## config.mk

```make
export PLATFORM = sky130hd
export DESIGN_NAME = aabbat_round_stage
export DESIGN_NICKNAME = d
export VERILOG_FILES = /design/src/design/aabbat_pkg.sv /design/src/design/aabbat_round_stage.sv
export SDC_FILE = /design/constraint.sdc
export NUM_CORES = 1
export LEC_CHECK = 0
export BUFFER_PORTS_ARGS = -buffer_cell sky130_fd_sc_hd__buf_2
export CAP_MARGIN = 20
export CORE_AREA = 2 2 191 193
export DETAILED_ROUTE_END_ITERATION = 10
export DIE_AREA = 0 0 193 195
export GPL_TIMING_DRIVEN = 0
export PLACE_DENSITY_LB_ADDON = 0.08
export SETUP_SLACK_MARGIN = 0.3
export SYNTH_ARGS = -nofsm -noshare
export SYNTH_HDL_FRONTEND = slang
export SYNTH_SLANG_ARGS = --single-unit
```

## constraint.sdc

```tcl
create_clock -name clk -period 9.6 [get_ports clk]
set_input_delay 0 -clock clk [delete_from_list [all_inputs] [get_ports clk]]
set_output_delay 0 -clock clk [all_outputs]
set_load 0.05 [all_outputs]
```

## src/design/aabbat_pkg.sv

```systemverilog
package aabbat_pkg;

  // Field widths and fixed-point formats
  localparam int COORD_W   = 32;             // Q16.16 coordinates
  localparam int COEF_W    = 16;             // Q3.12 coefficients
  localparam int FRAC_COEF = 12;             // fraction bits of a coefficient
  localparam int ROW_W     = 3 * COEF_W;     // one packed matrix row
  localparam int PROD_W    = COEF_W + COORD_W;
  localparam int SUM_W     = PROD_W + 2;     // three products plus translation
  localparam int RND_W     = SUM_W - FRAC_COEF;

  // Configuration port
  localparam int APB_DATA_W = 64;
  localparam int APB_ADDR_W = 6;
  localparam int REG_IDX_W  = 3;
  localparam int REG_LSB    = 3;             // registers on 8-byte boundaries

  // Register indexes
  localparam logic [REG_IDX_W-1:0] REG_ROW_X   = 3'd0;
  localparam logic [REG_IDX_W-1:0] REG_ROW_Y   = 3'd1;
  localparam logic [REG_IDX_W-1:0] REG_ROW_Z   = 3'd2;
  localparam logic [REG_IDX_W-1:0] REG_SHIFT_X = 3'd3;
  localparam logic [REG_IDX_W-1:0] REG_SHIFT_Y = 3'd4;
  localparam logic [REG_IDX_W-1:0] REG_SHIFT_Z = 3'd5;

  // Reset values: identity matrix, no translation
  localparam logic [ROW_W-1:0] ROW_X_RESET = 48'h0000_0000_1000;
  localparam logic [ROW_W-1:0] ROW_Y_RESET = 48'h0000_1000_0000;
  localparam logic [ROW_W-1:0] ROW_Z_RESET = 48'h1000_0000_0000;

  typedef logic signed [COORD_W-1:0] coord_t;
  typedef logic signed [COEF_W-1:0]  coef_t;
  typedef logic signed [PROD_W-1:0]  prod_t;
  typedef logic signed [SUM_W-1:0]   sum_t;
  typedef logic [ROW_W-1:0]          row_t;

  typedef coord_t [2:0]      vec3_t;
  typedef row_t   [2:0]      rows_t;
  typedef prod_t  [2:0][2:0] prod_grid_t;   // [output axis][input axis]
  typedef sum_t   [2:0]      sum_vec_t;

  // Transform as held in the register file
  typedef struct packed {
    rows_t rows;
    vec3_t shift;
  } xform_t;

  // Coefficient of input axis col within a packed row
  function automatic coef_t coef_of(row_t row, int col);
    coef_t c;
    c = row[col*COEF_W +: COEF_W];
    return c;
  endfunction

  // Round Q.28 to Q16.16 (half toward plus infinity), then saturate to 32 bits
  function automatic coord_t round_sat(sum_t v);
    sum_t                    b;
    logic [RND_W-1:0]        r;
    logic [RND_W-COORD_W:0]  top;
    coord_t                  res;
    b   = v + sum_t'(1 << (FRAC_COEF - 1));
    r   = b[SUM_W-1:FRAC_COEF];
    top = r[RND_W-1:COORD_W-1];
    if (top == '0 || top == '1) begin
      res = r[COORD_W-1:0];
    end else if (r[RND_W-1]) begin
      res = {1'b1, {(COORD_W-1){1'b0}}};
    end else begin
      res = {1'b0, {(COORD_W-1){1'b1}}};
    end
    return res;
  endfunction

endpackage

```

## src/design/aabbat_round_stage.sv

```systemverilog
module aabbat_round_stage (
  input  logic                     clk,
  input  logic                     rst,
  input  logic                     in_valid,
  output logic                     ready_in,
  input  aabbat_pkg::sum_vec_t     sum_min,
  input  aabbat_pkg::sum_vec_t     sum_max,
  output logic                     valid,
  input  logic                     ready_out,
  output aabbat_pkg::vec3_t        box_lo,
  output aabbat_pkg::vec3_t        box_hi
);
  import aabbat_pkg::*;

  vec3_t lo_next, hi_next;

  assign ready_in = !valid || ready_out;

  // Round to Q16.16 and clamp; this register is the output register
  always_comb begin
    for (int r = 0; r < 3; r++) begin
      lo_next[r] = round_sat(sum_min[r]);
      hi_next[r] = round_sat(sum_max[r]);
    end
  end

  always_ff @(posedge clk) begin
    if (rst) begin
      valid <= 1'b0;
    end else if (ready_in) begin
      valid <= in_valid;
    end
  end

  always_ff @(posedge clk) begin
    if (ready_in && in_valid) begin
      box_lo <= lo_next;
      box_hi <= hi_next;
    end
  end

endmodule

```

==> results_dict.tcl <==
set metrics [dict create \
    power_density_nw_per_um2 135 \
    min_path_cells 3 \
    yosys.area.top_type "edfxtp_1" \
    crit_type "in -> reg" \
    dr.pass1.iters 5 \
    cts_tree "yes" \
    cts_setup_buffers 0 \
    final.setup_skew_ps 7.71 \
    min_period_over_period_pct 34.6 \
    fin_nets 2154 \
    min_delay_worst_endpoint "box_hi[85]$_DFFE_PP_" \
    route.detailed.drc 0 \
    core_area_um2 35400 \
    drt_iter0_drc 629 \
    crit_path_max_fanout 10 \
    grt_pass1_vias 11470 \
    synthDominantCellAreaShare_pct 46.7 \
    fin_setup_tns_ps 0 \
    rows 69 \
    ir_worst_vdd_mv 0.130 \
    clk_latency_ps 450 \
    drv_slew 0 \
    synth_top_family_by_area "simple AND/OR/NAND/NOR gates" \
    grt_pass1_wl_um 61700 \
    ys_ff_latch 193 \
    period_needed_ps 3320 \
    die-area_um2 37600 \
    drive_gt1_share_pct 28.6 \
    area_growth_pct 39.0 \
    die_w_um 193 \
    hold_viol_final 0 \
    netlist_area_um2 12300 \
    cp_top_family "simple AND/OR/NAND/NOR gates" \
    max_freq_mhz 301 \
    report.final.setup_viol 0 \
    worstMarginPinSlew_ps 1030 \
    crit_chain "dlygate4sd3_1, buf_2, nand4_1, nor4_2, nand2_1, o32a_1, a211oi_1, a31o_2, clkbuf_1, a21oi_1" \
    synth_xor_area_share_pct 13.7 \
    crit_buf_inv 3 \
    worst_ep_required_time_ps 9780 \
    start_kind "input port" \
    crit_slowest_cell "nor4_2" \
    hold_path.class "in -> reg" \
    grt-ovfl-total 0 \
    clockBufferDepth 2 \
    grt_usage_pct 21.0 \
    hp-start "sum_max[133]" \
    fill_cells 3421 \
    yosys.area_share.adder_pct 0.608 \
    vias 11857 \
    outcome "finished clean" \
    cts_max_level 4 \
    io_buffers 429 \
    synth_area_leaders "edfxtp_1 47%, xor2_1 6.9%, xnor2_1 6.8%" \
    routed_wl_um 40500 \
    antenna_found_initial 7 \
    synthArstFlopShare_pct 0 \
    r2r_setup_slack_ps 7460 \
    place.gp.congestion 0.877 \
    maxCapViolCount 0 \
    wire_per_inst_um 17.5 \
    r2r_start "valid$_SDFFE_PP0N_" \
    rsz0062_at_grt "no" \
    syn_inst 1254 \
    p_leak_uw 0.00629 \
    start_util_pct 34.9 \
    worst_ep_arrival_time_ps 3500 \
    ff2ff_path_depth 5 \
    synth_compound_area_share_pct 11.0 \
    numCtsBuffers 17 \
    final_cell_area_um2 17100 \
    synthTopCellsByCount "192 x edfxtp_1, 117 x nor3_1, 97 x xor2_1, 96 x xnor2_1, 93 x nand2_1" \
    clk_pin_slew_ps 70 \
    yosys.area_share.simple_pct 24.2 \
    synth_edf_count 192 \
    io_pins 498 \
    syn-mean-instance-area_um2 9.84 \
    synth.most_common_cell "edfxtp_1" \
    root_buffer "clkbuf_16" \
    slew_headroom_pct 30.7 \
    routed_via_density 5.11 \
    synthMuxAreaShare_pct 0.669 \
    ys_warn_count 0 \
    synth_nets 1564 \
    yosysSeqAreaShare_pct 46.9 \
    clock_sinks 193 \
    slowest_delay_ps 720 \
    critPathLaunch "sum_max[117]" \
    dp_hpwl_um 30700 \
    die_y_um 195 \
    critPathCaptureType "register" \
    ant_nets 0 \
    rr_endpoint "box_hi[60]$_DFFE_PP_" \
    placed_area_um2 15100 \
    synth.distinct_cells 68 \
    grt_max_degree 65 \
    ys.flop_type "edfxtp_1" \
]
## how the worst max path moves through the flow
stage	to	depth (start not counted)	slack [ps]
global placement	box_hi[6]$_DFFE_PP_	2	1860
finish	box_hi[81]$_DFFE_PP_	10	6280
detailed placement	box_hi[85]$_DFFE_PP_	9	6410
CTS	box_hi[85]$_DFFE_PP_	10	6340
global route	box_hi[85]$_DFFE_PP_	10	6000
floorplan	box_hi[0]$_DFFE_PP_	2	3610
## placed cells by master, fill, tap and decap left out, types with 5 or more instances in the layout
master / n
a21oi_2: 30
ha_1: 6
buf_2: 442
clkbuf_16: 17
a211oi_1: 5
edfxtp_1: 192
or2_2: 5
xor2_1: 97
nor3_1: 117
o21ai_0: 68
and2_1: 11
nand3_1: 86
mux2i_1: 6
and4_1: 15
o2bb2ai_1: 9
or4_1: 5
a21oi_1: 36
nand2b_1: 5
and3_1: 39
nor2_1: 67
nor4_1: 12
xnor2_1: 96
inv_1: 26
o22ai_1: 23
or3_1: 10
nand2_1: 93
clkbuf_1: 44
nand4_1: 68
dlygate4sd3_1: 139
## power by group
| group | switching (µW) | internal, µW |
|---|---|---|
| logic | 378 | 173 |
| registers | 11.9 | 992 |
| clock network | 324 | 432 |
| total | 713 | 1600 |
## registers in the layout, indices dropped and copies added, names as in the netlist
name,flops
box_lo,96
valid,1
box_hi,96
## worst register-to-register path, stage by stage, from the launching register on
cell,delay (ps)
dfxtp_1,310
nand2b_1,100
and2_4,360
buf_16,290
buf_16,340
buf_16,350
## per-stage QoR
| step | utilization, % | hold slack, ps | worst slack, ps | total power [µW] | instances |
|---|---|---|---|---|---|
| after floorplan | - | 69.1 | 3610 | 1350 | 1254 |
| after global placement | 42.6 | 156 | 1860 | 1530 | 2144 |
| after detailed placement | 42.8 | 157 | 6410 | 1530 | 2147 |
| after CTS | 48.4 | 0.632 | 6340 | 2340 | 2316 |
| after global routing | 48.4 | 11.4 | 6000 | 2410 | 2318 |
| final | 48.4 | 31.5 | 6280 | 2310 | 2320 |
## repair_timing
item	in CTS	in global routing
resized for setup	0	0
endpoints found under the hold margin	138	0
hold buffers	139	0
## metal layers
metal,share of wire [%],GRT usage [%]
met1,43,26.3
met2,47,34.8
met5,0.084,0
met4,2.9,8.05
met3,6.6,5.36
## area by class of cell
type,count,area [µm²],area share [%]
Antenna cell,4,10.0,0.0584
Clock inverter,11,165,0.963
Buffer,60,265,1.55
Timing Repair Buffer,571,3620,21.1
Tap cell,461,577,3.36
Multi-Input combinational cell,975,6190,36.1
Sequential cell,193,5790,33.7
Inverter,26,97.6,0.569
Clock buffer,19,433,2.52
## cells by family (layout without fill, tap and decap cells)
group | after synthesis | after routing
and+or+nand+nor | 559 | 559
muxes | 8 | 8
buffers and inverters | 86 | 687
DFF | 193 | 193
xor gates and xnor gates | 193 | 193
other | 0 | 4
adders and majority gates | 6 | 6
AOI/OAI and AO/OA | 209 | 209
No activity file was read; power rests on OpenSTA's default activity.
