<file path="src/design/aabbat_pkg.sv">
package aabbat_pkg;

  // Field widths and fixed-point formats
  localparam int COORD_W   = 32;             // Q16.16 coordinates
  localparam int COEF_W    = 16;             // Q3.12 coefficients
  localparam int FRAC_COEF = 12;             // fraction bits of a coefficient
  localparam int ROW_W     = 3 * COEF_W;     // one packed matrix row
  localparam int PROD_W    = COEF_W + COORD_W;
  localparam int SUM_W     = PROD_W + 2;     // three products plus translation
  localparam int RND_W     = SUM_W - FRAC_COEF;

  // Configuration port
  localparam int APB_DATA_W = 64;
  localparam int APB_ADDR_W = 6;
  localparam int REG_IDX_W  = 3;
  localparam int REG_LSB    = 3;             // registers on 8-byte boundaries

  // Register indexes
  localparam logic [REG_IDX_W-1:0] REG_ROW_X   = 3'd0;
  localparam logic [REG_IDX_W-1:0] REG_ROW_Y   = 3'd1;
  localparam logic [REG_IDX_W-1:0] REG_ROW_Z   = 3'd2;
  localparam logic [REG_IDX_W-1:0] REG_SHIFT_X = 3'd3;
  localparam logic [REG_IDX_W-1:0] REG_SHIFT_Y = 3'd4;
  localparam logic [REG_IDX_W-1:0] REG_SHIFT_Z = 3'd5;

  // Reset values: identity matrix, no translation
  localparam logic [ROW_W-1:0] ROW_X_RESET = 48'h0000_0000_1000;
  localparam logic [ROW_W-1:0] ROW_Y_RESET = 48'h0000_1000_0000;
  localparam logic [ROW_W-1:0] ROW_Z_RESET = 48'h1000_0000_0000;

  typedef logic signed [COORD_W-1:0] coord_t;
  typedef logic signed [COEF_W-1:0]  coef_t;
  typedef logic signed [PROD_W-1:0]  prod_t;
  typedef logic signed [SUM_W-1:0]   sum_t;
  typedef logic [ROW_W-1:0]          row_t;

  typedef coord_t [2:0]      vec3_t;
  typedef row_t   [2:0]      rows_t;
  typedef prod_t  [2:0][2:0] prod_grid_t;   // [output axis][input axis]
  typedef sum_t   [2:0]      sum_vec_t;

  // Transform as held in the register file
  typedef struct packed {
    rows_t rows;
    vec3_t shift;
  } xform_t;

  // Coefficient of input axis col within a packed row
  function automatic coef_t coef_of(row_t row, int col);
    coef_t c;
    c = row[col*COEF_W +: COEF_W];
    return c;
  endfunction

  // Round Q.28 to Q16.16 (half toward plus infinity), then saturate to 32 bits
  function automatic coord_t round_sat(sum_t v);
    sum_t                    b;
    logic [RND_W-1:0]        r;
    logic [RND_W-COORD_W:0]  top;
    coord_t                  res;
    b   = v + sum_t'(1 << (FRAC_COEF - 1));
    r   = b[SUM_W-1:FRAC_COEF];
    top = r[RND_W-1:COORD_W-1];
    if (top == '0 || top == '1) begin
      res = r[COORD_W-1:0];
    end else if (r[RND_W-1]) begin
      res = {1'b1, {(COORD_W-1){1'b0}}};
    end else begin
      res = {1'b0, {(COORD_W-1){1'b1}}};
    end
    return res;
  endfunction

endpackage

</file>
<file path="src/design/aabbat_minmax_stage.sv">
module aabbat_minmax_stage (
  input  logic                     clk,
  input  logic                     rst,
  input  logic                     in_valid,
  output logic                     ready_in,
  input  aabbat_pkg::prod_grid_t   prod_lo,
  input  aabbat_pkg::prod_grid_t   prod_hi,
  output logic                     valid,
  input  logic                     ready_out,
  output aabbat_pkg::prod_grid_t   term_min,
  output aabbat_pkg::prod_grid_t   term_max
);
  import aabbat_pkg::*;

  prod_grid_t tmin_next, tmax_next;

  assign ready_in = !valid || ready_out;

  // Smaller and larger product of each coefficient pair
  always_comb begin
    for (int r = 0; r < 3; r++) begin
      for (int c = 0; c < 3; c++) begin
        if ($signed(prod_lo[r][c]) < $signed(prod_hi[r][c])) begin
          tmin_next[r][c] = prod_lo[r][c];
          tmax_next[r][c] = prod_hi[r][c];
        end else begin
          tmin_next[r][c] = prod_hi[r][c];
          tmax_next[r][c] = prod_lo[r][c];
        end
      end
    end
  end

  always_ff @(posedge clk) begin
    if (rst) begin
      valid <= 1'b0;
    end else if (ready_in) begin
      valid <= in_valid;
    end
  end

  always_ff @(posedge clk) begin
    if (ready_in && in_valid) begin
      term_min <= tmin_next;
      term_max <= tmax_next;
    end
  end

endmodule

</file>
<file path="config.mk">
export PLATFORM = sky130hd
export DESIGN_NAME = aabbat_minmax_stage
export DESIGN_NICKNAME = d
export VERILOG_FILES = /design/src/design/aabbat_pkg.sv /design/src/design/aabbat_minmax_stage.sv
export SDC_FILE = /design/constraint.sdc
export NUM_CORES = 2
export LEC_CHECK = 0
export BUFFER_PORTS_ARGS = -buffer_cell sky130_fd_sc_hd__buf_2
export CAP_MARGIN = 0
export CELL_PAD_IN_SITES_DETAIL_PLACEMENT = 1
export CELL_PAD_IN_SITES_GLOBAL_PLACEMENT = 1
export CORE_AREA = 2 2 676 678
export DETAILED_ROUTE_END_ITERATION = 12
export DIE_AREA = 0 0 678 680
export PLACE_DENSITY = 0.31
export SETUP_SLACK_MARGIN = 0.05
export SLEW_MARGIN = 20
export SYNTH_ARGS = -nofsm -noshare
export SYNTH_HDL_FRONTEND = slang
export SYNTH_SLANG_ARGS = --single-unit
</file>
<file path="constraint.sdc">
create_clock -name clk -period 29.4 [get_ports clk]
set_input_delay 0 -clock clk [delete_from_list [all_inputs] [get_ports clk]]
set_output_delay 0 -clock clk [all_outputs]
set_load 0.02 [all_outputs]
</file>
==> flow_summary.ini <==
[placement]
dp_cells = 11500
io_buffers = 1733
dpl.hpwl_mm = 278
placed_cell_area_mm2 = 0.0651
gp_congestion = 0.848
dp_slack_ps = 24100

[critical_path]
regToRegSetupSlack_ps = 24570
reg2regPathDepth = 7
worstPathArrival_ps = 5590
critPathBufInv = 8
crit_chain = dlygate4sd3_1 -> buf_2 -> inv_1 -> ha_4 -> nand4_1 -> nor4_1 -> buf_4 -> nor2b_4 -> buf_12 -> buf_4 -> o22ai_1 -> dlygate4sd3_1 -> o311ai_0 -> dlygate4sd3_1
critPathKind = in2reg
crit_top_cell = dlygate4sd3_1
startpoint_type = primary input
slowest_delay_ps = 920
crit_fanout = 104
endpoint_kind = flop
cp.required_ps = 30070
slowest_stage = ha_4
crit_family = buffers and inverters
r2r_start = valid$_SDFFE_PP0N_
timing.rr.end = term_min[146]$_DFFE_PP_

[sta]
rsz0062_at_grt = no
min_period_over_period = 0.167
max_freq_mhz = 203
hold_ws_ps = 106
fin_ws_ps = 24480
timing.final.hold_violations = 0
post-route-min-period_ps = 4920
setup-tns-final_ps = 0
setup_violations = 0
clock_skew_ps = 66.4
relSlewSlack = 0.259
slew_violations = 0
worst_pin_slew_ps = 1100

[drt]
vias_per_cell = 3.49
wl_met3_mm = 25.9
antenna_left = 0
drt_iter0_drc = 1957
drcViolationCount = 0
totalWireLength_mm = 343
dr.pass1.iters = 6
via_count = 47000
highest_layer = met5
wl_met1_mm = 136
wl_met2_mm = 172
routedWlPerCell_um = 25.4

[synth]
syn-cell-area_mm2 = 0.0493
synth_top_area_share = 0.527
yosysSeqAreaShare = 0.527
yosysWarnings = 0
synth_area_leaders = edfxtp_1 (53%), mux2_2 (14%), ha_1 (11%)
ys_ff_latch = 865
synthesis.nets = 5166
muxShareOfSynthArea = 0.175
synth_top_family_by_area = multiplexers
ys.flop_type = edfxtp_1
syn-instance-count = 3875
synth_edf_count = 864
synth_cell_types = 55
avgSynthCellArea_um2 = 12.7
yosys.area_share.simple = 0.0806
synth_fa_ha_area_frac = 0.107
synth_area_leader_cell = edfxtp_1
synth-async-reset-ratio = 0
synth_xor_xnor_area_share = 0.00135
synth_compound_area_frac = 0.0584

[flow_run]
maxCapViolations = 0

[run_status]
status = complete, no violations

[clock_network]
clockBufferDepth = 4
post_cts_buffers = 0
clkSinkCount = 865
htreeDepth = 4
clk_pin_slew_ps = 50
clock_latency_ps = 850
cts_root_buf = clkbuf_16
cts-buffers-inserted = 143
cts_tree = yes

[global_route]
grt_pass1_vias = 51100
grt_max_degree = 105
grt_pass1_wl_mm = 456
grt.total_usage = 0.143
grt_overflow = 0
antenna_found_initial = 101

[power]
p_leak_nw = 35.7
power_mw = 4.75
irDropWorstVdd_v = 0.0000341
p_per_area_mw_per_mm2 = 54.9

[floorplanning]
initial_utilization = 0.108
die_area_mm2 = 0.461
row_count = 248
fp.dieH_um = 680
die_w_um = 678
ioPinCount = 1734
core_area_mm2 = 0.454

[final_layout]
nFillCells = 52200
final_util = 0.191
final_cell_mix = buf_2 (1733), dlygate4sd3_1 (1679), edfxtp_1 (864)
syn_to_final_growth_pct = 75.8
final_common_cell = buf_2
drive_gt1_frac = 0.353
fin_cells = 13500
design_area_mm2 = 0.0866
nNetsFinal = 8609

[hold_path]
holdCritPathClass = in2reg
holdPathStages = 3
hp-start = prod_hi[327]
holdPathEnd = term_max[327]$_DFFE_PP_
==> report_power, final <==
part	switching, mW	leakage [nW]	internal (mW)
Combinational	0.802	25.1	0.625
Sequential	0.0743	8.38	1.55
Clock	0.718	2.16	0.988
Total	1.59	35.7	3.16
==> registers in the layout, indices dropped and copies added, names as in the netlist <==
signal,cells
term_max,432
valid,1
term_min,432
==> worst min-delay path, cell delays in order <==
cell and delay (ps):
dlygate4sd3_1 550, buf_2 130, mux2_2 140
==> metal layers <==
| layer | GRT usage | up-vias |
|---|---|---|
| met5 | 0 | - |
| met2 | 0.256 | 1417 |
| met1 | 0.163 | 23600 |
| met4 | 0.0346 | 42 |
| met3 | 0.0471 | 343 |
| li1 | - | 21600 |
==> how the worst max path moves through the flow <==
| stage | start | to | depth (start not counted) |
|---|---|---|---|
| after floorplan | valid$_SDFFE_PP0N_ | term_max[0]$_DFFE_PP_ | 2 |
| after global placement | valid$_SDFFE_PP0N_ | term_max[185]$_DFFE_PP_ | 7 |
| after detailed placement | valid$_SDFFE_PP0N_ | term_min[24]$_DFFE_PP_ | 7 |
| after CTS | valid$_SDFFE_PP0N_ | term_max[24]$_DFFE_PP_ | 7 |
| after global routing | valid$_SDFFE_PP0N_ | term_min[152]$_DFFE_PP_ | 7 |
| final | prod_hi[287] | term_min[241]$_DFFE_PP_ | 14 |
==> Yosys cell counts (all sizes together) (2+ instances only) <==
master / n
nor3: 24
and2: 98
a311o: 4
nor2: 69
nand4: 84
o21a: 9
clkbuf: 63
nand3: 296
o211a: 3
a211o: 4
a22o: 2
nor3b: 2
nor4: 15
o221ai: 2
nand2b: 11
a21oi: 161
a31oi: 3
o22ai: 94
nand2: 91
ha: 423
edfxtp: 864
o311ai: 13
a221o: 5
o21ai: 62
xor2: 5
mux2: 764
a211oi: 14
and3: 5
and4: 6
a2111oi: 9
o211ai: 15
a21o: 36
o31ai: 3
a21boi: 3
buf: 100
or4: 5
inv: 438
nor2b: 49
a22oi: 3
a221oi: 13
==> layout make-up <==
cell class | instances | area [µm²] | share of cell area
antenna | 52 | 130 | 0.00150
timing repair buffer | 3461 | 25900 | 0.299
multi-input combinational | 2409 | 21000 | 0.242
inverter | 438 | 1640 | 0.0190
clock inverter | 81 | 706 | 0.00815
tap | 6000 | 7510 | 0.0867
clock buffer | 170 | 3740 | 0.0432
sequential | 865 | 26000 | 0.300
==> logic make-up after synthesis <==
logic type	after synthesis
multiplexers	764
flip-flops	865
adder cells (fa/ha/maj)	423
AO/OA/AOI/OAI	461
buffers and inverters	601
AND/OR/NAND/NOR	756
XOR/XNOR	5
==> repair_timing <==
action / CTS / global route
hold buffers: 1680 / 0
endpoints found under the hold margin: 912 / 0
gates resized for setup: 0 / 0
Power figures use the tool's default switching activity.
