===== src/design/aabbat_pkg.sv =====
package aabbat_pkg;

  // Field widths and fixed-point formats
  localparam int COORD_W   = 32;             // Q16.16 coordinates
  localparam int COEF_W    = 16;             // Q3.12 coefficients
  localparam int FRAC_COEF = 12;             // fraction bits of a coefficient
  localparam int ROW_W     = 3 * COEF_W;     // one packed matrix row
  localparam int PROD_W    = COEF_W + COORD_W;
  localparam int SUM_W     = PROD_W + 2;     // three products plus translation
  localparam int RND_W     = SUM_W - FRAC_COEF;

  // Configuration port
  localparam int APB_DATA_W = 64;
  localparam int APB_ADDR_W = 6;
  localparam int REG_IDX_W  = 3;
  localparam int REG_LSB    = 3;             // registers on 8-byte boundaries

  // Register indexes
  localparam logic [REG_IDX_W-1:0] REG_ROW_X   = 3'd0;
  localparam logic [REG_IDX_W-1:0] REG_ROW_Y   = 3'd1;
  localparam logic [REG_IDX_W-1:0] REG_ROW_Z   = 3'd2;
  localparam logic [REG_IDX_W-1:0] REG_SHIFT_X = 3'd3;
  localparam logic [REG_IDX_W-1:0] REG_SHIFT_Y = 3'd4;
  localparam logic [REG_IDX_W-1:0] REG_SHIFT_Z = 3'd5;

  // Reset values: identity matrix, no translation
  localparam logic [ROW_W-1:0] ROW_X_RESET = 48'h0000_0000_1000;
  localparam logic [ROW_W-1:0] ROW_Y_RESET = 48'h0000_1000_0000;
  localparam logic [ROW_W-1:0] ROW_Z_RESET = 48'h1000_0000_0000;

  typedef logic signed [COORD_W-1:0] coord_t;
  typedef logic signed [COEF_W-1:0]  coef_t;
  typedef logic signed [PROD_W-1:0]  prod_t;
  typedef logic signed [SUM_W-1:0]   sum_t;
  typedef logic [ROW_W-1:0]          row_t;

  typedef coord_t [2:0]      vec3_t;
  typedef row_t   [2:0]      rows_t;
  typedef prod_t  [2:0][2:0] prod_grid_t;   // [output axis][input axis]
  typedef sum_t   [2:0]      sum_vec_t;

  // Transform as held in the register file
  typedef struct packed {
    rows_t rows;
    vec3_t shift;
  } xform_t;

  // Coefficient of input axis col within a packed row
  function automatic coef_t coef_of(row_t row, int col);
    coef_t c;
    c = row[col*COEF_W +: COEF_W];
    return c;
  endfunction

  // Round Q.28 to Q16.16 (half toward plus infinity), then saturate to 32 bits
  function automatic coord_t round_sat(sum_t v);
    sum_t                    b;
    logic [RND_W-1:0]        r;
    logic [RND_W-COORD_W:0]  top;
    coord_t                  res;
    b   = v + sum_t'(1 << (FRAC_COEF - 1));
    r   = b[SUM_W-1:FRAC_COEF];
    top = r[RND_W-1:COORD_W-1];
    if (top == '0 || top == '1) begin
      res = r[COORD_W-1:0];
    end else if (r[RND_W-1]) begin
      res = {1'b1, {(COORD_W-1){1'b0}}};
    end else begin
      res = {1'b0, {(COORD_W-1){1'b1}}};
    end
    return res;
  endfunction

endpackage


===== src/design/aabbat_sum_stage.sv =====
module aabbat_sum_stage (
  input  logic                     clk,
  input  logic                     rst,
  input  logic                     in_valid,
  output logic                     ready_in,
  input  aabbat_pkg::prod_grid_t   term_min,
  input  aabbat_pkg::prod_grid_t   term_max,
  input  aabbat_pkg::vec3_t        shift,
  output logic                     valid,
  input  logic                     ready_out,
  output aabbat_pkg::sum_vec_t     sum_min,
  output aabbat_pkg::sum_vec_t     sum_max
);
  import aabbat_pkg::*;

  sum_vec_t smin_next, smax_next;
  sum_vec_t base;

  assign ready_in = !valid || ready_out;

  // Translation aligned to Q.28, plus the three selected products per axis
  always_comb begin
    for (int r = 0; r < 3; r++) begin
      base[r] = {{(SUM_W-COORD_W-FRAC_COEF){shift[r][COORD_W-1]}}, shift[r],
                 {FRAC_COEF{1'b0}}};
      smin_next[r] = base[r]
        + {{(SUM_W-PROD_W){term_min[r][0][PROD_W-1]}}, term_min[r][0]}
        + {{(SUM_W-PROD_W){term_min[r][1][PROD_W-1]}}, term_min[r][1]}
        + {{(SUM_W-PROD_W){term_min[r][2][PROD_W-1]}}, term_min[r][2]};
      smax_next[r] = base[r]
        + {{(SUM_W-PROD_W){term_max[r][0][PROD_W-1]}}, term_max[r][0]}
        + {{(SUM_W-PROD_W){term_max[r][1][PROD_W-1]}}, term_max[r][1]}
        + {{(SUM_W-PROD_W){term_max[r][2][PROD_W-1]}}, term_max[r][2]};
    end
  end

  always_ff @(posedge clk) begin
    if (rst) begin
      valid <= 1'b0;
    end else if (ready_in) begin
      valid <= in_valid;
    end
  end

  always_ff @(posedge clk) begin
    if (ready_in && in_valid) begin
      sum_min <= smin_next;
      sum_max <= smax_next;
    end
  end

endmodule


===== config.mk =====
export PLATFORM = sky130hd
export DESIGN_NAME = aabbat_sum_stage
export DESIGN_NICKNAME = d
export VERILOG_FILES = /design/src/design/aabbat_pkg.sv /design/src/design/aabbat_sum_stage.sv
export SDC_FILE = /design/constraint.sdc
export NUM_CORES = 2
export LEC_CHECK = 0
export BUFFER_PORTS_ARGS = -buffer_cell sky130_fd_sc_hd__buf_2
export CAP_MARGIN = 0
export CORE_AREA = 10 10 483 485
export DETAILED_ROUTE_END_ITERATION = 6
export DIE_AREA = 0 0 493 495
export GPL_TIMING_DRIVEN = 1
export MAX_ROUTING_LAYER = met4
export PLACE_DENSITY = 0.42
export SETUP_SLACK_MARGIN = 0.2
export SYNTH_ARGS = -nofsm -noshare
export SYNTH_HDL_FRONTEND = slang
export SYNTH_SLANG_ARGS = --single-unit

===== constraint.sdc =====
create_clock -name clk -period 20.5 [get_ports clk]
set_input_delay 3.075 -clock clk [delete_from_list [all_inputs] [get_ports clk]]
set_output_delay 3.075 -clock clk [all_outputs]
set_load 0.1 [all_outputs]

==> results.cfg <==
[global_routing]
first_global_vias = 37617
overflow = 0
grt_use_total = 0.1566
antenna_found_initial = 90
grt_pass1_wl_mm = 269.6
grt_max_degree = 136

[worst_hold_path]
min_path_cells = 2
hold_end = valid$_SDFFE_PP0N_
hold_path_startpoint = valid$_SDFFE_PP0N_
hp-class = register to register

[cells_and_area]
nNetsFinal = 7546
drive_gt1_frac = 0.2413
fillers = 24885
synthToLayoutAreaGrowth_pct = 28.47

[clock_tree]
insertion_delay_ns = 0.65
cts_hold_buf = 0
postCtsSetupRepairBufs = 0
cts_tree = yes
cts_repair_resize_count = 0
clockBufferDepth = 3
cts_buffers = 51
cts_root_buf = clkbuf_16
clock_sink_count = 301
cts.reportedPaths.clkPinSlew_ns = 0.06
cts.htree.levels = 2

[placed_design]
place.gp.congestion = 0.9247
dpl.hpwl_mm = 175.9
dp_slack_ns = 12.42
io_buffers = 1265

[setup_path]
r2r_end = sum_max[33]$_DFFE_PP_
start_kind = primary input
worst_setup_path_end_kind = register
r2r-start = valid$_SDFFE_PP0N_
path_max_fanout = 4
worstRegToRegCells = 4
crit_type = primary input to register
cp.required_ns = 20.89
ff2ff_setup_slack_ns = 17.54
crit_arrival_ns = 7.83

[logic_synthesis]
ys_ff_latch = 301
syn_area_sq_um = 40610
postSynthCellCount = 4468
synth.area.top_cells = fa_1, edfxtp_1, inv_1
synthFlopType = edfxtp_1
async_flop_share = 0
yosysSeqAreaShare = 0.2223
yosys_warnings = 0
synth.avg_cell_area_sq_um = 9.090
synth_edf_count = 300
post-synth-top-area-fraction = 0.2544
synth_cell_types = 89
yosysTopAreaCell = fa_1
syn_nets = 6296

[pwr]
clkPwrFrac = 0.127
sequentialPowerShare = 0.168
p_leak_nw = 27.79
comb_power_share = 0.704
power_density_nw_per_um2 = 134.7
power.internal_mw = 2.893
irDropWorstVdd_mv = 0.1180
p_switching_mw = 4.132
p_sw_frac = 0.5882

[drt]
vias = 35395
routed_wl_mm = 193.9
drc = 0
drtIter0Drc = 2497
wire_per_inst_um = 22.09
first_pass_iters = 5
postRouteAntennaNets = 0
viasPerCell = 4.032

[timing]
setup_viol = 0
hold_violations = 0
tightest_slew_ns = 1.137
grt_setup_unrepaired = false
fin_crit_sh = 0.3632
setup_tns_ns = 0
slew_violations = 0
fin_crit_ns = 7.445
relSlewSlack = 0.2422
fmax_mhz = 134.3
setup_ws_ns = 13.05
fin_skew_ns = 0.01544

[floorplanning]
die_w_um = 493
dieArea_sq_um = 244000
rows = 174
io-pin-count = 1266
start_util = 0.1815
die_h_um = 495
core_area_sq_um = 223800

[flow_run]
drv_cap = 0

[status]
status = completed
-- state kept, by name, summed over array words and instances (netlist names) --
signal   flops
sum_max    150
valid        1
sum_min    150
-- power by group through the flow --
stage	logic, mW	registers, mW	clock network [mW]
2_1_floorplan	1.96	2.88	0
3_3_place_gp	4.96	1.20	0
3_5_place_dp	4.96	1.20	0
4_1_cts	4.98	1.19	0.948
5_1_grt	5.30	1.20	0.964
6_report	4.95	1.18	0.895
-- cell families (layout without fill, tap and decap cells) --
kind of cell             count (synthesis)  in the layout  share of synthesized area
adder cells (fa/ha/maj)                864            864                     0.3616
AND/OR/NAND/NOR                        559            559                    0.06673
AO/OA/AOI/OAI                          891            891                     0.1446
other                                    0             29                          0
flip-flops                             301            301                     0.2223
buffers and inverters                 1585           2874                     0.1470
XOR/XNOR                               266            266                    0.05736
multiplexers                             2              2                  0.0004929
-- worst max-delay path: stages --
cell	delay, ns
buf_2	0.08
inv_1	0.05
fa_1	0.53
inv_1	0.05
ha_1	0.27
ha_1	0.22
fa_1	0.50
a211oi_2	0.24
o211a_1	0.24
nor4_1	0.08
o31ai_1	0.74
a41oi_1	0.46
a21oi_2	0.43
o21ai_1	0.25
a221o_1	0.37
a21oi_1	0.18
xnor2_1	0.09
-- metal layers --
metal / GRT usage / routed length [um] / up-vias
li1: - / - / 16574
met3: 0.03064 / 11360 / 223
met5: - / 0 / -
met4: 0.04331 / 5192 / 0
met2: 0.2544 / 92680 / 1189
met1: 0.1982 / 84710 / 17409
-- cell type report --
type                       instances  area [sq um]  share of cell area
clock inverter                    29         312.8            0.005995
multi-input combinational       2582         25620              0.4910
inverter                        1512          5675              0.1088
clock buffer                      63          1343             0.02573
sequential                       301          9029              0.1730
tap                             2992          3744             0.07175
antenna                           29         72.57            0.001391
timing repair buffer            1270          6381              0.1223
-- through the flow --
| step | area (sq um) | total power [mW] | hold slack (ns) | util | std cells |
|---|---|---|---|---|---|
| global route | 52160 | 7.463 | 0.5662 | 0.2331 | 8772 |
| finish | 52180 | 7.026 | 0.5261 | 0.2331 | 8778 |
| CTS | 52100 | 7.121 | 0.5241 | 0.2328 | 8749 |
| global placement | 50450 | 6.163 | 0.5018 | 0.2254 | 8657 |
| floorplan | 40610 | 4.838 | 1.730 | - | 4468 |
| detailed placement | 50450 | 6.159 | 0.5141 | 0.2254 | 8657 |
-- worst max path at each step --
| stage | slack [ns] | start | end | depth (start not counted) |
|---|---|---|---|---|
| 3_5_place_dp | 12.42 | term_max[146] | sum_max[96]$_DFFE_PP_ | 17 |
| 6_report | 13.05 | term_max[146] | sum_max[96]$_DFFE_PP_ | 17 |
| 3_3_place_gp | 12.40 | term_max[146] | sum_max[96]$_DFFE_PP_ | 17 |
| 4_1_cts | 13.16 | term_max[146] | sum_max[96]$_DFFE_PP_ | 17 |
| 5_1_grt | 12.78 | term_max[146] | sum_max[96]$_DFFE_PP_ | 17 |
| 2_1_floorplan | 9.04 | ready_out | sum_max[0]$_DFFE_PP_ | 2 |
-- cells in the mapped netlist, types with 14 or more instances --
master	count
and3_1	32
nand2b_1	27
edfxtp_1	300
o21ai_0	134
a21oi_1	293
o21bai_1	46
nor2_1	137
inv_1	1511
xnor2_1	167
xor2_1	99
nor3_1	31
a21o_1	166
nand4_1	51
ha_1	348
nor2b_1	28
a31oi_1	24
nand2_1	151
fa_1	516
a211oi_1	19
o211ai_1	20
o21ai_1	25
o21a_1	30
nand3_1	52
clkbuf_1	63
o31ai_1	14
-- cells in the final DEF (no fill, tap or decap), types with 29 or more instances in the layout --
cell type	count
inv_1	1511
buf_2	1265
fa_1	516
ha_1	348
edfxtp_1	300
a21oi_1	293
xnor2_1	167
a21o_1	166
nand2_1	151
nor2_1	137
o21ai_0	134
xor2_1	99
nand3_1	52
clkbuf_16	52
nand4_1	51
o21bai_1	46
and3_1	32
nor3_1	31
o21a_1	30
diode_2	29
(Power assumes the default switching activity.)
