### src/design/aabbat_pkg.sv
package aabbat_pkg;

  // Field widths and fixed-point formats
  localparam int COORD_W   = 32;             // Q16.16 coordinates
  localparam int COEF_W    = 16;             // Q3.12 coefficients
  localparam int FRAC_COEF = 12;             // fraction bits of a coefficient
  localparam int ROW_W     = 3 * COEF_W;     // one packed matrix row
  localparam int PROD_W    = COEF_W + COORD_W;
  localparam int SUM_W     = PROD_W + 2;     // three products plus translation
  localparam int RND_W     = SUM_W - FRAC_COEF;

  // Configuration port
  localparam int APB_DATA_W = 64;
  localparam int APB_ADDR_W = 6;
  localparam int REG_IDX_W  = 3;
  localparam int REG_LSB    = 3;             // registers on 8-byte boundaries

  // Register indexes
  localparam logic [REG_IDX_W-1:0] REG_ROW_X   = 3'd0;
  localparam logic [REG_IDX_W-1:0] REG_ROW_Y   = 3'd1;
  localparam logic [REG_IDX_W-1:0] REG_ROW_Z   = 3'd2;
  localparam logic [REG_IDX_W-1:0] REG_SHIFT_X = 3'd3;
  localparam logic [REG_IDX_W-1:0] REG_SHIFT_Y = 3'd4;
  localparam logic [REG_IDX_W-1:0] REG_SHIFT_Z = 3'd5;

  // Reset values: identity matrix, no translation
  localparam logic [ROW_W-1:0] ROW_X_RESET = 48'h0000_0000_1000;
  localparam logic [ROW_W-1:0] ROW_Y_RESET = 48'h0000_1000_0000;
  localparam logic [ROW_W-1:0] ROW_Z_RESET = 48'h1000_0000_0000;

  typedef logic signed [COORD_W-1:0] coord_t;
  typedef logic signed [COEF_W-1:0]  coef_t;
  typedef logic signed [PROD_W-1:0]  prod_t;
  typedef logic signed [SUM_W-1:0]   sum_t;
  typedef logic [ROW_W-1:0]          row_t;

  typedef coord_t [2:0]      vec3_t;
  typedef row_t   [2:0]      rows_t;
  typedef prod_t  [2:0][2:0] prod_grid_t;   // [output axis][input axis]
  typedef sum_t   [2:0]      sum_vec_t;

  // Transform as held in the register file
  typedef struct packed {
    rows_t rows;
    vec3_t shift;
  } xform_t;

  // Coefficient of input axis col within a packed row
  function automatic coef_t coef_of(row_t row, int col);
    coef_t c;
    c = row[col*COEF_W +: COEF_W];
    return c;
  endfunction

  // Round Q.28 to Q16.16 (half toward plus infinity), then saturate to 32 bits
  function automatic coord_t round_sat(sum_t v);
    sum_t                    b;
    logic [RND_W-1:0]        r;
    logic [RND_W-COORD_W:0]  top;
    coord_t                  res;
    b   = v + sum_t'(1 << (FRAC_COEF - 1));
    r   = b[SUM_W-1:FRAC_COEF];
    top = r[RND_W-1:COORD_W-1];
    if (top == '0 || top == '1) begin
      res = r[COORD_W-1:0];
    end else if (r[RND_W-1]) begin
      res = {1'b1, {(COORD_W-1){1'b0}}};
    end else begin
      res = {1'b0, {(COORD_W-1){1'b1}}};
    end
    return res;
  endfunction

endpackage

### src/design/aabbat_cfg_regs.sv
module aabbat_cfg_regs (
  input  logic                                clk,
  input  logic                                rst,
  input  logic                                psel,
  input  logic                                penable,
  input  logic                                pwrite,
  input  logic [aabbat_pkg::APB_ADDR_W-1:0]   paddr,
  input  logic [aabbat_pkg::APB_DATA_W-1:0]   pwdata,
  output logic [aabbat_pkg::APB_DATA_W-1:0]   prdata,
  output logic                                pready,
  output aabbat_pkg::xform_t                  xform
);
  import aabbat_pkg::*;

  logic [REG_IDX_W-1:0] idx;
  logic                 wr_en;
  row_t                 row_x, row_y, row_z;
  coord_t               shift_x, shift_y, shift_z;

  assign pready = 1'b1;
  assign idx    = paddr[APB_ADDR_W-1:REG_LSB];
  assign wr_en  = psel && penable && pwrite;

  // Register writes; indexes past the last register are dropped
  always_ff @(posedge clk) begin
    if (rst) begin
      row_x   <= ROW_X_RESET;
      row_y   <= ROW_Y_RESET;
      row_z   <= ROW_Z_RESET;
      shift_x <= '0;
      shift_y <= '0;
      shift_z <= '0;
    end else if (wr_en) begin
      unique case (idx)
        REG_ROW_X:   row_x   <= pwdata[ROW_W-1:0];
        REG_ROW_Y:   row_y   <= pwdata[ROW_W-1:0];
        REG_ROW_Z:   row_z   <= pwdata[ROW_W-1:0];
        REG_SHIFT_X: shift_x <= pwdata[COORD_W-1:0];
        REG_SHIFT_Y: shift_y <= pwdata[COORD_W-1:0];
        REG_SHIFT_Z: shift_z <= pwdata[COORD_W-1:0];
        default: ;
      endcase
    end
  end

  // Read mux
  always_comb begin
    unique case (idx)
      REG_ROW_X:   prdata = {{(APB_DATA_W-ROW_W){1'b0}}, row_x};
      REG_ROW_Y:   prdata = {{(APB_DATA_W-ROW_W){1'b0}}, row_y};
      REG_ROW_Z:   prdata = {{(APB_DATA_W-ROW_W){1'b0}}, row_z};
      REG_SHIFT_X: prdata = {{(APB_DATA_W-COORD_W){1'b0}}, shift_x};
      REG_SHIFT_Y: prdata = {{(APB_DATA_W-COORD_W){1'b0}}, shift_y};
      REG_SHIFT_Z: prdata = {{(APB_DATA_W-COORD_W){1'b0}}, shift_z};
      default:     prdata = '0;
    endcase
  end

  assign xform.rows  = {row_z, row_y, row_x};
  assign xform.shift = {shift_z, shift_y, shift_x};

  // A write to an unused index leaves the register file unchanged
  a_unused_write_ignored: assert property (@(posedge clk) disable iff (rst)
    (wr_en && (idx > REG_SHIFT_Z)) |=> $stable(xform))
    else $error("write to unused register index changed the transform");

endmodule

### config.mk
export PLATFORM = sky130hd
export DESIGN_NAME = aabbat_cfg_regs
export DESIGN_NICKNAME = d
export VERILOG_FILES = /design/src/design/aabbat_pkg.sv /design/src/design/aabbat_cfg_regs.sv
export SDC_FILE = /design/constraint.sdc
export NUM_CORES = 1
export LEC_CHECK = 0
export BUFFER_PORTS_ARGS = -buffer_cell sky130_fd_sc_hd__clkbuf_2
export CAP_MARGIN = 0
export CORE_MARGIN = 1.5
export CORE_UTILIZATION = 51
export DETAILED_ROUTE_END_ITERATION = 7
export PLACE_DENSITY = 0.88
export REMOVE_ABC_BUFFERS = 1
export SETUP_SLACK_MARGIN = 0.05
export SYNTH_ARGS = -nofsm -noshare
export SYNTH_HDL_FRONTEND = slang
export SYNTH_SLANG_ARGS = --single-unit
export TNS_END_PERCENT = 100
### constraint.sdc
create_clock -name clk -period 2.84 [get_ports clk]
set_clock_uncertainty 0.05 [all_clocks]
set_input_delay 0 -clock clk [delete_from_list [all_inputs] [get_ports clk]]
set_output_delay 0 -clock clk [all_outputs]
set_load 0.05 [all_outputs]
==> results of run 1 <==
==> routing by layer <==
metal / vias up / GRT usage [%] / wire, µm
met5: - / 0 / 0
met4: 0 / 16.9 / 2010
met3: 154 / 6.12 / 3380
met2: 667 / 55.5 / 18900
met1: 5238 / 37.0 / 15100
li1: 4763 / - / -
==> layout make-up <==
| cell class | count | area [µm²] | area share (%) |
|---|---|---|---|
| timing repair buffer | 435 | 2660 | 18.1 |
| inverter | 1 | 3.75 | 0.0255 |
| multi-input combinational | 820 | 6150 | 41.8 |
| sequential | 240 | 4800 | 32.7 |
| tap | 280 | 350 | 2.38 |
| clock inverter | 7 | 35.0 | 0.238 |
| clock buffer | 35 | 703 | 4.78 |
==> cell families (layout without fill, tap and decap cells) <==
kind of cell           Yosys count  after routing  share of synthesized area [%]
other                            2             17                         0.0648
buffers and inverters          124            478                           6.11
and+or+nand+nor                327            327                           17.0
AOI/OAI and AO/OA              204            204                           11.0
DFF                            240            240                           41.4
muxes                          272            272                           24.4
==> stage by stage <==
| stage | util [%] | setup WS (ns) |
|---|---|---|
| after CTS | 66.6 | 0.884 |
| after detailed placement | 60.4 | 0.871 |
| after global routing | 66.6 | 0.799 |
| final | 66.6 | 0.870 |
| after floorplan | - | 0.129 |
| after global placement | 60.4 | 0.948 |
==> flip-flops by register name (all words and copies together) (netlist names) <==
signal / flops
row_z: 48
shift_y: 32
shift_z: 32
shift_x: 32
row_y: 48
row_x: 48
==> worst max path at each step <==
stage,startpoint,end,slack [ns],depth (start not counted)
floorplan,paddr[5],shift_x[0],0.13,3
global placement,paddr[4],prdata[18],0.95,6
detailed placement,paddr[4],row_z[44],0.87,5
CTS,paddr[4],prdata[18],0.88,6
global route,paddr[4],prdata[41],0.80,6
finish,paddr[4],prdata[18],0.87,6
==> cell usage in the layout (no fill, tap or decap), types with 17 or more instances in the layout <==
| cell type | instances |
|---|---|
| a21oi_1 | 55 |
| a22oi_1 | 35 |
| a32oi_1 | 17 |
| buf_4 | 25 |
| clkbuf_16 | 25 |
| clkbuf_2 | 340 |
| conb_1 | 17 |
| dfxtp_1 | 240 |
| dlygate4sd3_1 | 62 |
| mux2_2 | 62 |
| mux2i_1 | 208 |
| nand2b_1 | 238 |
| nand3_1 | 47 |
| nor2_1 | 22 |
| o21ai_0 | 64 |
==> worst max-delay path: stages <==
cell and delay (ns):
buf_4 0.47, buf_4 0.52, mux2_2 0.39, a22oi_1 0.12
o21ai_0 0.11, clkbuf_2 0.26
==> power breakdown <==
group          switching (mW)  internal [mW]
sequential             0.0222           3.39
clock                    1.32           1.71
combinational           0.521          0.258
==> summary.txt, run 1 <==
Status
  • Outcome: completed

Global routing
  • Vias in the first global route: about 11000
  • Largest net degree at the start of global routing: 133
  • First-pass GRT wire length: ~60000 µm
  • Overflow after GRT: 0
  • Initial antenna violation count: 0
  • Global Route Usage Sum: between 30% and 40%

Synthesis
  • Post-Synthesis Cells: 1169
  • Primary FF master, synth: dfxtp_1
  • Yosys top cell area share: roughly 41%
  • Synth area leaders: dfxtp_1 41%, mux2i_1 18%, nand2b_1 13%
  • Sequential fraction of the synthesis area: between 40 and 50%
  • Asr flop ratio synth: 0%
  • Synth warn: 0
  • Distinct cell type count after synthesis: 36
  • Yosys reg bits: 240
  • Syn_area_per_cell: a little under 10 µm²
  • Cell Area, Synth: approximately 12000 µm²
  • Count leader, synth: dfxtp_1
  • Post-synth EDFFs: 0
  • Commonest cells post-synth: 240 x dfxtp_1, 239 x nand2b_1, 208 x mux2i_1
  • Biggest area consumer among synthesized cells: dfxtp_1

Route
  • Remaining antenna violation count: 0
  • Via count: ~11000
  • WL final: slightly below 40000 µm
  • WL/cell: 21.6 µm
  • Residual DRC: 0
  • 1st-pass router iterations: 5
  • DRC marker count from the first detailed-route iteration: about 870
  • Vias/cell: roughly 6.0

STA
  • Post-route clock period utilization: 69.4%
  • TNS Setup: 0 ns
  • Unrepaired setup endpoints after global routing: no
  • Measured slew at the worst slew-check pin: 0.751 ns
  • Fmax: 0.508 GHz
  • Hold WS: approximately 0.12 ns
  • Tmin final: roughly 2 ns
  • Worst slew margin: 49.9%
  • Fin. Hold Viols: 0
  • Max Slew Vio Count: 0
  • Final setup viols: 0

Hold path
  • Hold Path Sink: row_z[0]
  • HP Class: in -> reg
  • Worst hold path depth: 4
  • Min-delay src: pwrite

Setup path
  • R2R cell count: 3
  • Worst Path Max Fanout: 38
  • Worst r2r src: row_z[32]
  • CP Launch Type: input port
  • Worst path arrival time: about 1.9 ns
  • Worst R2R Setup Slack: approximately 1.4 ns
  • Worst setup path class: in -> out
  • Worst endpoint required time: around 2.8 ns
  • Worst setup EP type: output port
  • End of the worst register-to-register path: row_z[32]

Floorplanning
  • # IOs: 380
  • Row count: between 50 and 60
  • Initial Util: between 50% and 60%
  • Core area: around 22000 µm²
  • Die Y: between 150 and 200 µm
  • Die area: 23600 µm²
  • Die X-Extent: 154 µm

Final layout
  • Antenna diodes: 0
  • Final std cells w/o fill: ~1800
  • Area Overhead vs Synth: 26.9%
  • Filler cells: between 1500 and 2000
  • Nets: about 1600
  • Share of layout cells above drive strength 1: between 30% and 40%
  • Fin area: about 15000 µm²

Placed design
  • Dpl cell area: ~13000 µm²
  • Number of I/O port buffers: about 340
  • Detail Placement HPWL: roughly 25000 µm
  • Placer Congestion: about 0.86
  • DP Cell Count: 1714

Power
  • Worst IR Drop VDD: ~0.35 mV
  • Total power: 7.23 mW
  • Power Dens Cells: around 490 nW/µm²
  • Leakage: between 7 and 8 nW

Run
  • Max Cap Viol: 0

Clock network
  • CTS max path bufs: 3
  • CTS root buf: clkbuf_16
  • CTS tree: built
  • Hold-fix buffers at CTS: 62
  • Resize count post-CTS: 0
  • Clk sinks: 240
  • Clock Latency Late Sink: 0.51 ns
  • CTS Buf Count: 25
  • H-tree Lvls: 1
  • Worst-path clk slew: 0.06 ns
  • Post CTS Setup Buffer Count: 0
No activity file was read; power rests on OpenSTA's default activity.
==> run 2: changes to the inputs <==
==> constraint.sdc (replaced) <==
create_clock -name clk -period 1.9 [get_ports clk]
set_clock_uncertainty 0.05 [all_clocks]
set_input_delay 0 -clock clk [delete_from_list [all_inputs] [get_ports clk]]
set_output_delay 0 -clock clk [all_outputs]
set_load 0.05 [all_outputs]
==> run 2 against run 1 <==
Sequential power up 50%. Core utilization up 2.3 points. Clock-buffer cell count down 2. Clock power up 66%. Final cell count up 1.8%. Worst setup slack worse by 0.78 ns. Sequential cell count unchanged. Register-to-register slack worse by 0.87 ns. Critical path type is now reg -> out. Via count up 0.18%.
==> summary.txt, run 2 (synthesized netlist as in run 1, its figures left out) <==
Final layout
  • Area Overhead vs Synth: 31.3% (was 26.9%)
  • Commonest non-fill, non-tap cell in the layout: clkbuf_2 (unchanged)
  • Filler cells: 1606 (was 1661)
  • Top Registers: row_x x48, row_y x48, row_z x48 (unchanged)
  • Commonest cells after routing, fill and taps aside: 328 x clkbuf_2, 240 x dfxtp_1, 238 x nand2b_1 (was 340 x clkbuf_2, 240 x dfxtp_1, 238 x nand2b_1)
  • Final std cells w/o fill: 1851 (was 1818)
  • Fin area: 15200 µm² (was 14700 µm²)
  • Share of layout cells above drive strength 1: 33.4% (was 31.7%)
  • Nets: 1628 (was 1598)

STA
  • Fmax: 0.554 GHz
  • Tmin final: 1.81 ns
  • Post-route clock period utilization: about 95%
  • Fin. Hold Viols: 0 (unchanged)
  • Final setup viols: 0 (unchanged)
  • Hold WS: 0.0483 ns (was 0.119 ns)
  • Unrepaired setup endpoints after global routing: no (unchanged)
  • Worst slew margin: 62.1% (was 49.9%)
  • Measured slew at the worst slew-check pin: 0.568 ns (was 0.751 ns)
  • Max Slew Vio Count: 0 (unchanged)

Placed design
  • Detail Placement HPWL: 26200 µm (was 24900 µm)
  • DP Cell Count: 1745 (was 1714)
  • Placer Congestion: 0.864 (was 0.862)
  • Dpl cell area: 13800 µm² (was 13400 µm²)
  • Number of I/O port buffers: 343 (unchanged)

Route
  • 1st-pass router iterations: 5 (unchanged)
  • Vias/cell: 5.86 (was 5.95)
  • Via count: 10800 (about the same)
  • WL final: 39800 µm (was 39300 µm)
  • WL/cell: 21.5 µm (was 21.6 µm)
  • Highest metal used: met4 (unchanged)
  • Residual DRC: 0 (unchanged)
  • Met2 WL: 19400 µm (was 18900 µm)
  • Metal3 WL: 3340 µm (was 3380 µm)
  • Wl on met1: 15300 µm (was 15100 µm)
  • DRC marker count from the first detailed-route iteration: 875 (was 871)
  • Remaining antenna violation count: 0 (unchanged)

Floorplanning
  • Die X-Extent: 154 µm (unchanged)
  • Die area: 23600 µm² (unchanged)
  • # IOs: 380 (unchanged)
  • Initial Util: 52.5% (unchanged)
  • Row count: 54 (unchanged)
  • Core area: 22100 µm² (unchanged)
  • Die Y: 154 µm (unchanged)

Clock network
  • Worst-path clk slew: 0.06 ns (about the same)
  • CTS Buf Count: 25 (unchanged)
  • CTS tree: built (unchanged)
  • H-tree Lvls: 1 (unchanged)
  • CTS max path bufs: 3 (unchanged)
  • CTS root buf: clkbuf_16 (unchanged)
  • Clk sinks: 240 (unchanged)
  • Clock Latency Late Sink: 0.51 ns (about the same)
  • Post CTS Setup Buffer Count: 0 (unchanged)

Power
  • Power Dens Cells: 747 nW/µm² (was 491 nW/µm²)
  • Worst IR Drop VDD: 0.495 mV (was 0.351 mV)
  • Total power: 11.4 mW (was 7.23 mW)
  • Leakage: 7.30 nW (was 7.05 nW)

Hold path
  • HP Class: in -> reg (unchanged)
  • Worst hold path depth: 4 (unchanged)

Status
  • Outcome: completed (unchanged)

Global routing
  • Global Route Usage Sum: 32.5% (was 31.8%)
  • Vias in the first global route: 11000 (was 10900)
  • First-pass GRT wire length: 61200 µm (was 59900 µm)
  • Largest net degree at the start of global routing: 75 (was 133)
  • Initial antenna violation count: 0 (unchanged)
  • Overflow after GRT: 0 (unchanged)

Setup path
  • Worst endpoint required time: 1.85 ns (was 2.79 ns)
  • Worst Setup SP: row_z[3] (was paddr[4])
  • Worst r2r src: row_z[27] (was row_z[32])
  • Worst setup EP type: output port (unchanged)
  • Worst R2R Setup Slack: 0.56 ns (was 1.43 ns)
  • End of the worst register-to-register path: row_z[27] (was row_z[32])
  • Termination of the worst setup path: prdata[3] (was prdata[18])
  • R2R cell count: 3 (unchanged)
  • CP Launch Type: flip-flop (was input port)
  • Worst setup path class: reg -> out (was in -> out)
  • Worst path arrival time: 1.76 ns (was 1.92 ns)
  • Worst Path Max Fanout: 3 (was 38)

Run
  • Max Cap Viol: 0 (unchanged)
[run 2: changes by cell type in the layout (fill, tap and decap cells not counted)]
cell,before,now
clkinv_2,7,6
clkbuf_1,6,3
buf_2,0,4
inv_6,0,1
bufinv_16,0,3
clkbuf_2,340,328
dlygate4sd3_1,62,61
clkinv_4,0,1
diode_2,0,1
clkbuf_8,4,5
a221oi_1,8,7
buf_4,25,52
buf_12,7,19
a221oi_2,0,1
[run 2: power by group]
group	switching (mW)	total [mW]	internal (mW)	leakage, nW
combinational	0.793	1.22	0.428	4.94
sequential	0.0341	5.10	5.07	1.93
clock	2.03	5.04	3.01	0.422
total	2.85	11.4	8.51	7.30
[run 2: worst max-delay path, cell delays in order (launching register included)]
cell and delay [ns]:
dfxtp_1 0.34, mux4_2 0.46, a22o_1 0.21, clkbuf_2 0.24
[run 2: repair_timing]
| action | CTS | global route |
|---|---|---|
| resized for setup | 0 | 8 |
| endpoints found under the setup margin | 0 | 5 |
| endpoints found under the hold margin | 240 | 0 |
| hold buffers | 61 | 0 |
[run 2: how the worst min path moves through the flow]
stage,end,slack (ns),start
after floorplan,row_z[0],0.02,rst
after global placement,row_z[11],0.20,pwdata[11]
after detailed placement,row_z[26],0.21,pwdata[26]
after CTS,row_z[24],0.04,psel
after global routing,row_z[24],0.09,penable
final,row_z[8],0.05,psel
[run 2: area by class of cell]
| type | instances | area [µm²] | share of cell area (%) |
|---|---|---|---|
| Clock buffer | 33 | 706 | 4.64 |
| Sequential cell | 240 | 4800 | 31.6 |
| Multi-Input combinational cell | 820 | 6160 | 40.5 |
| Tap cell | 280 | 350 | 2.30 |
| Antenna cell | 1 | 2.50 | 0.0164 |
| Inverter | 1 | 3.75 | 0.0247 |
| Clock inverter | 11 | 138 | 0.904 |
| Timing Repair Buffer | 465 | 3050 | 20.1 |
[run 2: layer usage]
layer  GRT usage (%)  vias to the layer above
li1                -                     4848
met1            38.0                     5230
met2            56.6                      625
met3            7.24                      138
met4            15.1                        0
met5               0                        -
[run 2: per-stage QoR]
stage                     worst slack (ns)  setup TNS, ns  util, %
final                               0.0935              0     68.9
after global routing                0.0523              0     68.9
after CTS                           0.0640              0     68.8
after detailed placement             0.208              0     62.3
after global placement               0.252              0     62.3
after floorplan                     -0.811         -70.06        -
